$ cat src/rtl/core/rci_pkg.sv
// Package for the ray/circle intersection core: field widths, pipeline
// constants and the side-band record carried alongside the square root.
// No dependencies.
package rci_pkg;

    localparam int IN_W      = 192;  // input tdata, padded to whole bytes
    localparam int OUT_W     = 96;   // output tdata
    localparam int M_W       = 33;   // p - c, exact
    localparam int B_W       = 50;   // b = m.d, Q.30
    localparam int K_W       = 68;   // k = m.m - r*r, Q.32
    localparam int DISC_W    = 100;  // discriminant, Q.60
    localparam int SQRT_BITS = 49;   // root bits, one per pipeline stage
    localparam int T30_W     = 51;
    localparam int T16_W     = 37;
    localparam int OFF_W     = 54;   // t16 * d, Q.30

    // Values that ride along the root pipeline
    typedef struct packed {
        logic signed [B_W-1:0] b;
        logic signed [31:0]    px;
        logic signed [31:0]    py;
        logic signed [15:0]    dx;
        logic signed [15:0]    dy;
        logic                  miss;
    } t_side;

endpackage

$ cat src/rtl/core/rci_back.sv
// Back end: distance, hit point offsets, saturation and the output
// register, three stages. Depends on rci_pkg.
module rci_back
    import rci_pkg::*;
(
    input  logic                  i_clk,
    input  logic                  i_rst_n,
    input  logic                  i_en,
    input  logic                  i_vld,
    input  logic [SQRT_BITS-1:0]  i_root,
    input  t_side                 i_side,
    output logic                  o_vld,
    output logic                  o_hit,
    output logic [OUT_W-1:0]      o_data
);

    logic [2:0] r_vld;

    logic signed [T30_W-1:0] w_t30;
    logic [T16_W-1:0]        r1_t16;
    t_side                   r1_side;

    logic signed [OFF_W-1:0] r2_offx, r2_offy;
    logic [T16_W-1:0]        r2_t16;
    t_side                   r2_side;

    logic signed [40:0]      w_qx, w_qy;
    logic [31:0]             w_sx, w_sy, w_t;

    logic                    r3_hit;
    logic [31:0]             r3_t, r3_x, r3_y;

    always_comb begin
        w_t30 = -T30_W'(i_side.b) - $signed(T30_W'(i_root));
        // hit point: floor offset plus origin, saturated
        w_qx  = 41'(r2_side.px) + 41'(r2_offx >>> 14);
        w_qy  = 41'(r2_side.py) + 41'(r2_offy >>> 14);
        if (w_qx > 41'sh7FFFFFFF)       w_sx = 32'h7FFFFFFF;
        else if (w_qx < -41'sh80000000) w_sx = 32'h80000000;
        else                            w_sx = w_qx[31:0];
        if (w_qy > 41'sh7FFFFFFF)       w_sy = 32'h7FFFFFFF;
        else if (w_qy < -41'sh80000000) w_sy = 32'h80000000;
        else                            w_sy = w_qy[31:0];
        w_t   = (|r2_t16[T16_W-1:32]) ? 32'hFFFFFFFF : r2_t16[31:0];
    end

    always_ff @(posedge i_clk) begin
        if (!i_rst_n) begin
            r_vld <= '0;
        end else if (i_en) begin
            r_vld <= {r_vld[1:0], i_vld};
        end
    end

    always_ff @(posedge i_clk) begin
        if (i_en) begin
            // distance, clamped at zero, to Q16.16
            r1_t16  <= w_t30[T30_W-1] ? '0 : T16_W'(w_t30[T30_W-2:14]);
            r1_side <= i_side;

            r2_offx <= $signed(OFF_W'(r1_t16)) * OFF_W'(r1_side.dx);
            r2_offy <= $signed(OFF_W'(r1_t16)) * OFF_W'(r1_side.dy);
            r2_t16  <= r1_t16;
            r2_side <= r1_side;

            r3_hit  <= !r2_side.miss;
            r3_t    <= r2_side.miss ? '0 : w_t;
            r3_x    <= r2_side.miss ? '0 : w_sx;
            r3_y    <= r2_side.miss ? '0 : w_sy;
        end
    end

    assign o_vld  = r_vld[2];
    assign o_hit  = r3_hit;
    assign o_data = {r3_y, r3_x, r3_t};

endmodule

$ cat config.mk
export PLATFORM = sky130hd
export DESIGN_NAME = rci_back
export DESIGN_NICKNAME = d
export VERILOG_FILES = /design/src/rtl/core/rci_pkg.sv /design/src/rtl/core/rci_back.sv
export SDC_FILE = /design/constraint.sdc
export NUM_CORES = 2
export LEC_CHECK = 0
export BUFFER_PORTS_ARGS = -buffer_cell sky130_fd_sc_hd__buf_2
export CORE_MARGIN = 2
export CORE_UTILIZATION = 33
export DETAILED_ROUTE_END_ITERATION = 12
export GPL_TIMING_DRIVEN = 0
export PLACE_DENSITY = 0.53
export SLEW_MARGIN = 15
export SYNTH_ARGS = -nofsm -noshare
export SYNTH_HDL_FRONTEND = slang
export SYNTH_SLANG_ARGS = --single-unit
$ cat constraint.sdc
create_clock -name i_clk -period 6.4 [get_ports i_clk]
set_input_delay 0.64 -clock i_clk [delete_from_list [all_inputs] [get_ports i_clk]]
set_output_delay 0.64 -clock i_clk [all_outputs]
set_load 0.01 [all_outputs]
==> results.toml <==
[floorplanning]
fp.dieArea_mm2 = 0.179
io_pins = 298
rows = 153
fp.dieW_um = 423
initial_core_util_pct = 33.3
coreArea_mm2 = 0.174
die_y_um = 423

[sta]
maxSlewHeadroom_pct = 36.6
max_slew.worst_pin.slew_ps = 939
rsz0062_at_grt = "true"
final.setup_skew_ps = 38.4
timing.final.ws_setup_ps = -465
setup_viol = 37
hold_viol = 0
final.period_utilization_pct = 107
max_freq_mhz = 146
fin_crit_ps = 6870
slew_viol_final = 0

[critical_path]
critPathKind = "flop to flop"
arrival_ps = 7290
slowest_delay_ps = 560
cpLargestDelayFamily = "adder cells"
crit_fanout = 10
crit_slowest_cell = "fa_1"
crit_top_cell = "fa_1"
crit_buf_inv = 4
worstPathCellList = "buf_4, clkbuf_4, nor2_1, fa_1, fa_1, fa_1, fa_2, fa_1, inv_1, fa_1, inv_1, ha_4, a2111oi_4, o2111ai_2, a31oi_2, nand3_2, o21ai_4, o21ai_4, a21o_1, o31a_1, a221oi_2, xnor2_1"
worstSetupEndpointType = "flop"
required_ps = 6820
worstSetupStartpointType = "flop"

[routing]
wl_mm = 199
drt_iter0_drc = 3327
vias_per_cell = 4.89
drtAntennaViolNets = 0
wire_per_inst_um = 22.0
firstDrtPassIters = 5
num_vias = 44300
drc_errors = 0

[placement]
dp_slack_ps = -2300
dpl.cell_count = 8707
gp_congestion = 0.945
io_buffers = 297
dp_hpwl_mm = 158

[grt]
grt_max_degree = 92
grt_pass1_vias = 45800
grt_pass1_wl_mm = 296
grt_overflow = 0
grt_usage_pct = 22.2
antenna_found_initial = 25

[clock_network]
cts_buffers = 50
clk_path_buf_depth = 3
cts_root_buffer = "clkbuf_16"
cts_max_level = 2
clkSlewWorstSetupHoldPaths_ps = 70
clock_sinks = 414
post_cts_hold_buffer_count = 0
cts_tree = "yes"
clk_latency_ps = 680

[synthesis]
yosysTopAreaCell = "fa_1"
synth_top_cell_area_share_pct = 32.7
ys_ff_latch = 414
yosysUniqueCellTypes = 87
synth_area_leaders = "fa_1, edfxtp_1, ha_1, inv_1, nand2_1"
syn_area_mm2 = 0.0580
synth-edff-count = 411
ys_seq_area_share_pct = 21.4
syn_area_per_cell_um2 = 9.54
async_flop_share_pct = 0
synthCells = 6078
yosys_warnings = 0
ys.flop_type = "edfxtp_1"
syn_nets = 7726

[flow_run]
drv_cap = 0

[cells_and_area]
layout.nets = 8334
fillers = 17200
instances_no_fill = 9058
multiInputGateArea_mm2 = 0.0411
layout-drive-gt1-share_pct = 18.3
regArea_mm2 = 0.0124
area_delta_synth_final_pct = 21.7

[run_status]
run_status = "finished, violations left"
violations = "setup timing"

[hold_path]
hold_path_class = "input pin to flop"
-- cell families after synthesis --
kind of cell	count (synthesis)	synth area share [%]
compound gates	661	7.62
xor+xnor	173	2.63
fa+ha+maj	1448	43.5
buf+inv	1671	11.0
flops	414	21.4
mux	5	0.0863
simple gates	1706	13.7
-- area by class of cell --
cell class	count	share of cell area, %
diodes	6	0.0213
plain buffers	262	3.94
clock buffers	53	1.79
clock inverters	40	0.743
inverters	1374	7.31
multi-input cells	3993	58.2
flip-flops and latches	414	17.6
well taps	2325	4.12
repair buffers	591	6.25
-- path summary, 6_finish.rpt --
kind,start,end,depth (start not counted),slack (ps)
worst max-delay path,r1_t16[12],r2_offx[52],22,-470
worst min-delay path,i_side[28],r1_side[28],1,140
worst max register to register,r1_t16[12],r2_offx[52],22,-470
worst min register to register,r1_side[68],r2_side[68],0,410
-- Yosys cell counts (19+ instances only) --
cell	count
inv_1	1374
nand2_1	844
a21oi_1	184
xor2_1	67
fa_1	948
edfxtp_1	411
a21o_1	112
nor2_1	242
xnor2_1	105
ha_1	500
o211ai_1	19
nand3_1	44
and3_1	20
nor3_1	29
clkbuf_1	265
nand4_1	37
nand2b_1	44
nor2b_1	31
o21a_1	49
and2_1	365
o21ai_0	98
a211oi_1	31
a31oi_1	23
o21bai_1	20
-- sequential cells by signal, summed over array words and instances, names as in the netlist --
register and count:
r_vld 3, r3_x 32, r2_offy 40, r2_side 65
o_hit 1, r3_t 32, r2_offx 40, r1_t16 36
r1_side 97, r2_t16 36, r3_y 32
-- what timing repair did --
action / in CTS / in global routing
endpoints found under the setup margin: 80 / 64
gates cloned: 1 / 0
buffers inserted: 208 / 81
gates resized for setup: 743 / 250
pin swaps: 113 / 99
-- cell usage in the layout (no fill, tap or decap), drive strengths merged, types with 106 or more instances in the layout --
| cell type | n |
|---|---|
| inv | 1381 |
| fa | 948 |
| nand2 | 844 |
| buf | 665 |
| ha | 500 |
| edfxtp | 411 |
| and2 | 365 |
| nor2 | 242 |
| clkbuf | 241 |
| a21oi | 185 |
| a21o | 112 |
| o21ai | 109 |
| xnor2 | 106 |
-- worst register-to-register path: stages, from the launching register on --
cell and delay, ps:
edfxtp_1 350, buf_4 190, clkbuf_4 280, nor2_1 200
fa_1 470, fa_1 510, fa_1 560, fa_2 450
fa_1 550, inv_1 60, fa_1 480, inv_1 60
ha_4 180, a2111oi_4 410, o2111ai_2 220, a31oi_2 300
nand3_2 120, o21ai_4 230, o21ai_4 110, a21o_1 190
o31a_1 290, a221oi_2 270, xnor2_1 130
-- per-stage QoR --
step           TNS [ps]  utilization (%)  instance area, um^2  hold slack (ps)
2_1_floorplan     -23.6                -                58100              400
3_3_place_gp    -879210             35.8                62400              405
3_5_place_dp    -125860             36.0                62600              405
4_1_cts           -5170             39.8                69300             84.9
5_1_grt          -15840             40.5                70500             98.4
6_report          -7640             40.5                70600              139
-- routing by layer --
layer	track usage [%]	routed length, um
met5	0	114
met4	8.77	9810
met3	4.25	16500
met2	34.2	86300
met1	30.6	86200
Power is left out: the tool's default activity adds up to more than one toggle a clock period on the data nets, which glitch-free logic cannot reach.
